### src/design/rct_pkg.sv
// Shared types, constants and helpers for the recurring compare timer.
// No dependencies; all other design files refer to it by scoped names.
package rct_pkg;

   localparam int NUM_CHANNELS = 4;
   localparam int CHAN_W       = 2;
   localparam int CMD_W        = 2;
   localparam int PERIOD_W     = 32;
   localparam int PDIV_W       = 29;
   localparam int TIME_W       = 64;
   localparam int REQ_DATA_W   = 40;
   localparam int RSP_DATA_W   = 80;

   localparam logic [PERIOD_W-1:0] DIV10_MUL   = 32'hCCCC_CCCD;
   localparam int                  DIV10_SHIFT = 35;

   typedef enum logic [CMD_W-1:0] {
      CMD_TICK    = 2'd0,
      CMD_START   = 2'd1,
      CMD_CANCEL  = 2'd2,
      CMD_RESCHED = 2'd3
   } cmd_type;

   typedef struct packed {
      cmd_type              cmd;
      logic [CHAN_W-1:0]    channel;
      logic [PERIOD_W-1:0]  period;
      logic [PDIV_W-1:0]    period_div;
   } item_type;

   typedef struct packed {
      logic [NUM_CHANNELS-1:0] running_flags;
      logic                    missed;
      logic [NUM_CHANNELS-1:0] match_flags;
      logic [TIME_W-1:0]       time_now;
   } result_type;

   localparam int RESULT_W = $bits(result_type);

   // exact floor(x / 10) for any 32-bit x by reciprocal multiply
   function automatic logic [PDIV_W-1:0] div10(input logic [PERIOD_W-1:0] x);
      logic [2*PERIOD_W-1:0] prod;
      prod = (2*PERIOD_W)'(x) * (2*PERIOD_W)'(DIV10_MUL);
      return prod[DIV10_SHIFT +: PDIV_W];
   endfunction

endpackage

### src/design/rct_in_stage.sv
// Input register of the recurring compare timer: takes request words and
// precomputes period/10. Depends on rct_pkg.
module rct_in_stage (
   input  logic                          clock,
   input  logic                          reset,
   input  logic                          req_tvalid,
   output logic                          req_tready,
   input  logic [rct_pkg::REQ_DATA_W-1:0] req_tdata,
   input  logic [rct_pkg::CMD_W-1:0]      req_tuser,
   input  logic                          take,
   output logic                          item_valid,
   output rct_pkg::item_type             item
);

   logic              valid_ff, valid_in;
   rct_pkg::item_type item_ff, item_in;
   logic              accept;

   assign req_tready = !valid_ff || take;
   assign accept     = req_tvalid && req_tready;

   always_comb begin
      valid_in           = accept ? 1'b1 : (take ? 1'b0 : valid_ff);
      item_in.cmd        = rct_pkg::cmd_type'(req_tuser);
      item_in.channel    = req_tdata[rct_pkg::CHAN_W-1:0];
      item_in.period     = req_tdata[rct_pkg::CHAN_W +: rct_pkg::PERIOD_W];
      item_in.period_div = rct_pkg::div10(item_in.period);
   end

   always_ff @(posedge clock) begin
      if (reset) begin
         valid_ff <= 1'b0;
      end else begin
         valid_ff <= valid_in;
      end
      if (accept) begin
         item_ff <= item_in;
      end
   end

   assign item_valid = valid_ff;
   assign item       = item_ff;

endmodule

### src/design/rct_core.sv
// Counter and compare channel state of the recurring compare timer. Depends
// on rct_pkg. Applies one command per cycle unless stalled, forms result.
module rct_core (
   input  logic                 clock,
   input  logic                 reset,
   input  logic                 item_valid,
   input  rct_pkg::item_type    item,
   input  logic                 out_space,
   output logic                 fire,
   output rct_pkg::result_type  result
);

   localparam int N  = rct_pkg::NUM_CHANNELS;
   localparam int PW = rct_pkg::PERIOD_W;
   localparam int TW = rct_pkg::TIME_W;
   localparam int DW = rct_pkg::PDIV_W;

   logic [TW-1:0] counter_ff, counter_in;
   logic [N-1:0]  running_ff, running_in;
   logic [N-1:0]  match_ff, match_in;
   logic [PW-1:0] period_ff [N];
   logic [PW-1:0] period_in [N];
   logic [DW-1:0] pdiv_ff [N];
   logic [DW-1:0] pdiv_in [N];
   logic [TW-1:0] nf_ff [N];
   logic [TW-1:0] nf_in [N];
   logic [PW-1:0] cmp_ff [N];
   logic [PW-1:0] cmp_in [N];

   logic [rct_pkg::CHAN_W-1:0] ch;
   logic          per_given;
   logic [PW-1:0] per_eff;
   logic [DW-1:0] pdiv_eff;
   logic [TW-1:0] now_plus_per;
   logic [TW-1:0] nf_sum;
   logic [TW-1:0] threshold;
   logic          late;
   logic          missed;
   logic [N-1:0]  per_zero;

   assign fire      = item_valid && out_space;
   assign ch        = item.channel;
   assign per_given = item.period != '0;
   assign per_eff   = per_given ? item.period : period_ff[ch];
   assign pdiv_eff  = per_given ? item.period_div : pdiv_ff[ch];

   assign now_plus_per = counter_ff + TW'(per_eff);
   assign nf_sum       = nf_ff[ch] + TW'(per_eff);
   assign threshold    = counter_ff + TW'(pdiv_eff);
   assign late         = nf_sum < threshold;

   always_comb begin
      counter_in = counter_ff;
      running_in = running_ff;
      match_in   = match_ff;
      period_in  = period_ff;
      pdiv_in    = pdiv_ff;
      nf_in      = nf_ff;
      cmp_in     = cmp_ff;
      missed     = 1'b0;
      case (item.cmd)
         rct_pkg::CMD_TICK: begin
            counter_in = counter_ff + TW'(1);
            for (int c = 0; c < N; c++) begin
               if (cmp_ff[c] == counter_in[PW-1:0]) begin
                  match_in[c] = 1'b1;
               end
            end
         end
         rct_pkg::CMD_START: begin
            if (per_given) begin
               running_in[ch] = 1'b1;
               period_in[ch]  = item.period;
               pdiv_in[ch]    = item.period_div;
               nf_in[ch]      = now_plus_per;
               cmp_in[ch]     = now_plus_per[PW-1:0];
            end
         end
         rct_pkg::CMD_CANCEL: begin
            running_in[ch] = 1'b0;
            period_in[ch]  = '0;
            pdiv_in[ch]    = '0;
         end
         rct_pkg::CMD_RESCHED: begin
            if (running_ff[ch] && per_eff != '0) begin
               period_in[ch] = per_eff;
               pdiv_in[ch]   = pdiv_eff;
               missed        = late;
               nf_in[ch]     = late ? now_plus_per : nf_sum;
               cmp_in[ch]    = late ? now_plus_per[PW-1:0] : nf_sum[PW-1:0];
            end
            match_in[ch] = 1'b0;
         end
         default: begin
         end
      endcase
   end

   always_ff @(posedge clock) begin
      if (reset) begin
         counter_ff <= '0;
         running_ff <= '0;
         match_ff   <= '0;
         for (int c = 0; c < N; c++) begin
            period_ff[c] <= '0;
            pdiv_ff[c]   <= '0;
            nf_ff[c]     <= '0;
            cmp_ff[c]    <= '0;
         end
      end else if (fire) begin
         counter_ff <= counter_in;
         running_ff <= running_in;
         match_ff   <= match_in;
         period_ff  <= period_in;
         pdiv_ff    <= pdiv_in;
         nf_ff      <= nf_in;
         cmp_ff     <= cmp_in;
      end
   end

   always_comb begin
      result.time_now      = counter_in;
      result.match_flags   = match_in;
      result.missed        = missed;
      result.running_flags = running_in;
      for (int c = 0; c < N; c++) begin
         per_zero[c] = period_ff[c] == '0;
      end
   end

   a_run_has_period: assert property (@(posedge clock) disable iff (reset)
      (running_ff & per_zero) == '0)
      else $error("armed channel holds a zero period");

   a_counter_only_on_tick: assert property (@(posedge clock) disable iff (reset)
      (fire && item.cmd != rct_pkg::CMD_TICK) |=> $stable(counter_ff))
      else $error("counter moved on a non-tick command");

   a_hold_when_stalled: assert property (@(posedge clock) disable iff (reset)
      !fire |=> ($stable(counter_ff) && $stable(running_ff) && $stable(match_ff)))
      else $error("state changed without a command");

   a_resched_acks: assert property (@(posedge clock) disable iff (reset)
      (fire && item.cmd == rct_pkg::CMD_RESCHED) |=> !match_ff[$past(ch)])
      else $error("reschedule left match flag set");

   a_missed_only_resched: assert property (@(posedge clock) disable iff (reset)
      (fire && result.missed) |-> item.cmd == rct_pkg::CMD_RESCHED)
      else $error("miss flagged outside reschedule");

endmodule

### src/design/rct_out_stage.sv
// Result register of the recurring compare timer: holds a response word
// until the consumer takes it. Depends on rct_pkg.
module rct_out_stage (
   input  logic                           clock,
   input  logic                           reset,
   input  logic                           load,
   input  rct_pkg::result_type            result,
   output logic                           out_space,
   output logic                           rsp_tvalid,
   input  logic                           rsp_tready,
   output logic [rct_pkg::RSP_DATA_W-1:0] rsp_tdata
);

   logic                           valid_ff, valid_in;
   logic [rct_pkg::RSP_DATA_W-1:0] data_ff;

   assign out_space = !valid_ff || rsp_tready;
   assign valid_in  = load ? 1'b1 : (rsp_tready ? 1'b0 : valid_ff);

   always_ff @(posedge clock) begin
      if (reset) begin
         valid_ff <= 1'b0;
      end else begin
         valid_ff <= valid_in;
      end
      if (load) begin
         data_ff <= rct_pkg::RSP_DATA_W'(result);
      end
   end

   assign rsp_tvalid = valid_ff;
   assign rsp_tdata  = data_ff;

endmodule

### src/design/recurring_compare_timer.sv
// Top level of the recurring compare timer: input register, channel core and
// result register. Depends on rct_pkg, rct_in_stage, rct_core, rct_out_stage.
//
//   channel | direction | tdata (low bit up)                         | tuser
//   req_    | in        | channel[1:0], period_us[33:2], pad[39:34]  | cmd[1:0]
//   rsp_    | out       | time_now[63:0], match_flags[67:64],        | -
//           |           | missed[68], running_flags[72:69], pad      |
//
// A request passes the input register (period/10 multiply), then the channel
// core (64-bit adds and compare), whose result is held in the result register.
// One word per cycle is sustained while rsp_tready stays high. Synchronous
// reset clears the counter and all channel state. A stalled response holds its
// word and stops the input register, which in turn drops req_tready.
module recurring_compare_timer (
   input  logic                           clock,
   input  logic                           reset,
   input  logic                           req_tvalid,
   output logic                           req_tready,
   input  logic [rct_pkg::REQ_DATA_W-1:0] req_tdata,  // channel, period_us
   input  logic [rct_pkg::CMD_W-1:0]      req_tuser,  // cmd
   output logic                           rsp_tvalid,
   input  logic                           rsp_tready,
   output logic [rct_pkg::RSP_DATA_W-1:0] rsp_tdata   // time_now, match_flags, missed, running_flags
);

   logic                item_valid;
   rct_pkg::item_type   item;
   logic                fire;
   logic                out_space;
   rct_pkg::result_type result;

   rct_in_stage u_in (
      .clock      (clock),
      .reset      (reset),
      .req_tvalid (req_tvalid),
      .req_tready (req_tready),
      .req_tdata  (req_tdata),
      .req_tuser  (req_tuser),
      .take       (fire),
      .item_valid (item_valid),
      .item       (item)
   );

   rct_core u_core (
      .clock      (clock),
      .reset      (reset),
      .item_valid (item_valid),
      .item       (item),
      .out_space  (out_space),
      .fire       (fire),
      .result     (result)
   );

   rct_out_stage u_out (
      .clock      (clock),
      .reset      (reset),
      .load       (fire),
      .result     (result),
      .out_space  (out_space),
      .rsp_tvalid (rsp_tvalid),
      .rsp_tready (rsp_tready),
      .rsp_tdata  (rsp_tdata)
   );

endmodule
### config.mk
export PLATFORM = sky130hd
export DESIGN_NAME = recurring_compare_timer
export DESIGN_NICKNAME = d
export VERILOG_FILES = /design/src/design/rct_pkg.sv /design/src/design/rct_in_stage.sv /design/src/design/rct_core.sv /design/src/design/rct_out_stage.sv /design/src/design/recurring_compare_timer.sv
export SDC_FILE = /design/constraint.sdc
export NUM_CORES = 2
export LEC_CHECK = 0
export CORE_ASPECT_RATIO = 1.5
export CORE_MARGIN = 2
export CORE_UTILIZATION = 55
export CTS_BUF_LIST = sky130_fd_sc_hd__clkbuf_2 sky130_fd_sc_hd__clkbuf_4 sky130_fd_sc_hd__clkbuf_8
export CTS_CLUSTER_DIAMETER = 200
export DETAILED_ROUTE_END_ITERATION = 6
export DONT_BUFFER_PORTS = 1
export PLACE_DENSITY_LB_ADDON = 0.25
export SLEW_MARGIN = 20
export SYNTH_ARGS = -nofsm -noshare
export SYNTH_HDL_FRONTEND = slang
export SYNTH_HIERARCHICAL = 1
export SYNTH_SLANG_ARGS = --single-unit
### constraint.sdc
create_clock -name clock -period 25.2 [get_ports clock]
set_clock_uncertainty 0.15 [all_clocks]
set_input_delay 1.26 -clock clock [delete_from_list [all_inputs] [get_ports clock]]
set_output_delay 1.26 -clock clock [all_outputs]
set_load 0.03 [all_outputs]
* Word level (Yosys, flattened, before mapping)
Cells that the tools add are included.
Storage, ports and cells: logic and storage cells 129, output and inout bits 82, input port bits 46, bits in registers 840
Operators by class: add/subtract/negate cells 4, order comparisons 5, mux-type cells 55, bitwise operators 9, multipliers 1, eq/ne operators 9, reductions and logical operators 19
Operators by type and width (number):
- bitwise mux 128 bit | 4
- bitwise mux 256 bit | 2
- two-way mux 128 bit | 4
- two-way mux 256 bit | 2
- one-hot mux 256 bit (2 select lines) | 1
- one-hot mux 128 bit (3 select lines) | 1
- one-hot mux 116 bit (3 select lines) | 1
- two-way mux 64 bit | 5
- one-hot mux 128 bit (2 select lines) | 1
- bitwise mux 116 bit | 2
- two-way mux 116 bit | 2
- two-way mux 32 bit | 5
- adder 64 x 32 -> 64 bit | 2
- bitwise AND 128 bit | 1
- binary-select mux 64 bit (select 2 bit) | 1
- demux 64 bit (select 2 bit) | 1
- equality test 32 bit | 4
- inverter 128 bit | 1
- bitwise AND 116 bit | 1
- two-way mux 29 bit | 4
- inverter 116 bit | 1
- adder 64 x 1 -> 64 bit (second input constant) | 1
- adder 64 x 29 -> 64 bit | 1
- binary-select mux 32 bit (select 2 bit) | 1
- other kinds (30) | 53

* Logic depth before layout (Yosys ltp)
word-level depth 11, depth in mapped cells 33, mapped depth without buffers 25

* Modules after synthesis
The synthesis kept the hierarchy.
By module, submodules not included:
- rct_core | times used 1, sequential area each 11451.0 sq um, cells an instance 4393, area each 38109.0 sq um
- rct_in_stage | times used 1, sequential area each 1971.9 sq um, cells an instance 1708, area each 18522.8 sq um
- rct_out_stage | times used 1, sequential area each 2212.1 sq um, cells an instance 85, area each 2294.7 sq um

* Worst setup path before layout
OpenSTA, ideal clock, no wires.
path type flip-flop to flip-flop, start register u_in.item_ff (netlist bit u_in/item[61]), end register u_core/nf_ff[227] (netlist name), setup time 117 ps, data required time 24933 ps, arrival 8181 ps, buffers on the path 9, clock period less this slack 8448 ps, path slack 16752 ps, stages on the path, launching flop included 32, cells stage by stage edfxtp_1 -> buf_6 -> buf_8 -> buf_8 -> buf_6 -> buf_6 -> buf_4 -> buf_2 -> mux4_2 -> mux2_2 -> ha_1 -> fa_1 -> a211oi_1 -> o21ai_0 -> a22o_1 -> a221oi_1 -> o21ai_0 -> a311oi_1 -> nor2_1 -> nand2_1 -> xor2_1 -> ha_1 -> a21o_1 -> a211o_1 -> o221ai_1 -> nand4b_1 -> o31a_1 -> o21ai_1 -> clkbuf_1 -> buf_2 -> o311ai_0 -> a32o_1
On the way: longest elaborated chain between the ends 11, elaborated cells between the ends (all ways) 33, classes of those cells 3 x add/sub; 3 x order compare; 1 x eq/ne; 21 x mux; 1 x bitwise; 4 x reduce/logical
Ends and longest elaborated chain:
- start, declared | RTL line rct_in_stage.sv:16 | rct_pkg::item_type item_ff, item_in;
- start signal, assigned | RTL line rct_in_stage.sv:37 | item_ff <= item_in;
- inverter 2 -> 3 bit
- binary-select mux 32 bit (select 2 bit) or binary-select mux 29 bit (select 2 bit) (tied branches) | RTL line rct_core.sv:44, rct_core.sv:45
- two-way mux 32 bit (not written as such) or two-way mux 29 bit (tied branches) (2 in a row) | RTL line rct_core.sv:44, rct_core.sv:45
- two-way mux 32 bit or two-way mux 29 bit (tied branches) | RTL line rct_core.sv:44, rct_core.sv:45
- adder 64 x 32 -> 64 bit or adder 64 x 29 -> 64 bit (tied branches) | RTL line rct_core.sv:48, rct_core.sv:49
- < comparator 64 bit | RTL line rct_core.sv:50 | assign late = nf_sum < threshold;
- two-way mux 64 bit | RTL line rct_core.sv:89 | nf_in[ch] = late ? now_plus_per : nf_sum;
- bitwise mux 256 bit | RTL line rct_core.sv:89
- two-way mux 256 bit | RTL line rct_core.sv:85 | if (running_ff[ch] && per_eff != '0) begin
- one-hot mux 256 bit (2 select lines) | RTL line rct_core.sv:61 | case (item.cmd)
- end signal, assigned | RTL line rct_core.sv:116 | nf_ff <= nf_in;
- end, declared | RTL line rct_core.sv:25 | logic [TW-1:0] nf_ff [N];
Parallel ways exist; a longest one is shown, timed or not. The select of a mux whose other input is x is not followed. A chain may end at the register's enable or synchronous reset.

* Final worst setup path
start register u_in.item_ff (netlist bit u_in/item[55]), end register u_core/nf_ff[97] (netlist name)
On the way: longest elaborated chain between the ends 8, elaborated cells between the ends (all ways) 18, classes of those cells 3 x add/sub; 1 x order compare; 2 x eq/ne; 8 x mux; 4 x reduce/logical
Ends and longest elaborated chain:
- nonzero test 32 bit | RTL line rct_core.sv:43 | assign per_given = item.period != '0;
- two-way mux 32 bit or two-way mux 29 bit (tied branches) | RTL line rct_core.sv:44, rct_core.sv:45
- adder 64 x 32 -> 64 bit or adder 64 x 29 -> 64 bit (tied branches) | RTL line rct_core.sv:48, rct_core.sv:49
- < comparator 64 bit | RTL line rct_core.sv:50
- two-way mux 64 bit | RTL line rct_core.sv:89
- bitwise mux 256 bit | RTL line rct_core.sv:89
- two-way mux 256 bit | RTL line rct_core.sv:85
- one-hot mux 256 bit (2 select lines) | RTL line rct_core.sv:61
Parallel ways exist; a longest one is shown, timed or not. The select of a mux whose other input is x is not followed.

==> flow_metrics.tcl <==
set metrics [dict create \
    worst-setup-path-type "reg -> reg" \
    seq_area_frac_synth_pct 26.5 \
    crit_family "compound AO/OA/AOI/OAI gates" \
    finalSetupViolations 0 \
    initial_core_util_pct 55.2 \
    synth-async-reset-ratio_pct 0 \
    syn-instance-count 6186 \
    synthAdderAreaFrac_pct 24.0 \
    hold_viol 0 \
    maxSlewHeadroom_pct 16.8 \
    yosys.area_share.simple_pct 14.8 \
    gp_congestion 1.02 \
    fin_util_pct 58.1 \
    fillCellCount 9457 \
    syn_area_per_cell_sq_um 9.53 \
    grt_max_degree 533 \
    io_pins 128 \
    yosysTopAreaCell "dfxtp_1" \
    multi_input_area_sq_mm 0.0396 \
    seq_area_sq_mm 0.0156 \
    max_stage_delay_ns 0.81 \
    fin_nets 6937 \
    synth_edf_count 138 \
    grt_pass1_wl_um 280000 \
    postCtsSetupBuffers 0 \
    slew_violations 0 \
    hpwl_um 144000 \
    htreeDepth 3 \
    drv_cap 0 \
    cp-end-kind "register" \
    numCtsBuffers 100 \
    worst-path-stages 28 \
    path_max_fanout 53 \
    hold_buffers 0 \
    layout_commonest_cell "inv_1" \
    synth_ff_type "dfxtp_1" \
    grt_overflow 0 \
    viasPerCell 6.21 \
    synth.area.top_cells "dfxtp_1, fa_1, ha_1" \
    arrival_ns 11.80 \
    hold_depth 2 \
    syn_area_sq_mm 0.0589 \
    r2r_cells 28 \
    synth_top_cell_area_share_pct 19.5 \
    fin_tns_setup_ns 0 \
    syn_to_final_growth_pct 5.25 \
    detail_route.wl_per_cell_um 24.8 \
    die_area_sq_mm 0.110 \
    die_w_um 271 \
    critPathLaunchType "register" \
    ant_nets 0 \
    fin_crit_sh_pct 44.5 \
    ys_ff_latch 712 \
    clk_pin_slew_ns 0.07 \
    clk_latency_ns 0.80 \
    fin_area_sq_mm 0.0620 \
    drt_iter0_drc 3964 \
    routed_wl_um 186000 \
    critPathMostFrequentCell "buf_4" \
    placed_area_sq_mm 0.0598 \
    rsz0062_at_grt "no" \
    rows 147 \
    ctsResizeCount 0 \
    cts_tree "done" \
    fmax_mhz 89.1 \
    synthXorXnorAreaFrac_pct 7.93 \
    first_global_vias 46800 \
    required_ns 25.78 \
    layout.cells.most_common_list "inv_1, dfxtp_1, ha_1" \
    slowest_stage "a2111oi_1" \
    grtUsageTotal_pct 33.5 \
    drtPass1Iterations 6 \
    path_buf_inv 3 \
    core_sq_mm 0.107 \
    status "finished clean" \
    antenna_found_initial 5 \
    synth_mux_area_share_pct 6.21 \
    final.setup.worst_slack_ns 13.98 \
    drive_gt1_share_pct 9.19 \
    cts.sinks 712 \
    fin_crit_ns 11.22 \
    hp-class "reg -> reg" \
    vias 46600 \
    die_h_um 405 \
    place_ws_ns 13.97 \
    worst_pin_slew_ns 1.22 \
    yosysUniqueCellTypes 105 \
    drc 0 \
    clockBufferDepth 3 \
    synth_top_family_by_area "adder cells" \
    cts.root.buffer_cell "clkbuf_8" \
    portBuffers 0 \
    synth_compound_area_share_pct 14.0 \
    yosysWarnings 6 \
]
==> cell usage after synthesis (75+ instances only) <==
master / n
a211oi_1: 118
a21o_1: 115
a21oi_1: 233
clkbuf_1: 268
dfxtp_1: 574
edfxtp_1: 138
fa_1: 389
ha_1: 506
inv_1: 595
mux4_2: 126
nand2_1: 377
nand3_1: 86
nand3b_1: 253
nand4_1: 75
nor2_1: 358
nor3_1: 118
o21ai_0: 437
or2_2: 78
xnor2_1: 239
xor2_1: 218
==> metal layers <==
| layer | wire, um | GRT usage [%] | up-vias |
|---|---|---|---|
| li1 | - | - | 21400 |
| met1 | 68500 | 38.0 | 22700 |
| met2 | 90400 | 57.4 | 1891 |
| met3 | 10700 | 4.42 | 591 |
| met4 | 16200 | 25.0 | 2 |
| met5 | 13 | 0 | - |
==> sequential cells by signal, indices dropped and copies added, names as in the netlist <==
name / count
u_core/counter_ff: 64
u_core/match_ff: 4
u_core/nf_ff: 256
u_core/pdiv_ff: 116
u_core/period_ff: 128
u_core/running_ff: 4
u_in/item: 65
u_in/item_valid: 1
u_out/rsp_tdata: 73
u_out/rsp_tvalid: 1
==> cell type report <==
type                       instances  share of cell area [%]
multi-input combinational       4517                    63.9
sequential                       712                    25.2
inverter                         597                    3.62
clock buffer                     154                    3.10
tap                             1415                    2.85
timing repair buffer              68                   0.928
clock inverter                    33                   0.385
antenna                            3                  0.0121
==> through the flow <==
step                      hold slack (ns)  cells
after floorplan                     0.270   6192
after global placement              0.279   7307
after detailed placement            0.286   7307
after CTS                           0.302   7494
after global routing                0.324   7497
final                               0.301   7499
==> tightest hold or removal path, stage by stage (launching register included) <==
cell and delay, ns:
dfxtp_1 0.32, nand2_1 0.04, o21ai_0 0.05
==> path summary, 6_finish.rpt <==
kind                    startpoint                to  slack, ns
hold / removal    u_core/nf_ff[46]  u_core/nf_ff[46]       0.30
setup reg to reg     u_in/item[55]  u_core/nf_ff[97]      13.98
setup / recovery     u_in/item[55]  u_core/nf_ff[97]      13.98
hold reg to reg   u_core/nf_ff[46]  u_core/nf_ff[46]       0.30
==> cell families (layout without fill, tap and decap cells) <==
kind of cell               Yosys count  in the layout
other                                1             10
muxes                              202            202
DFF                                712            712
AOI/OAI and AO/OA                 1294           1294
xor gates and xnor gates           487            487
and+or+nand+nor                   1632           1632
buffers and inverters              963            852
adders and majority gates          895            895
Power is left out: the tool's default activity adds up to more than one toggle a clock period on the data nets, which glitch-free logic cannot reach.
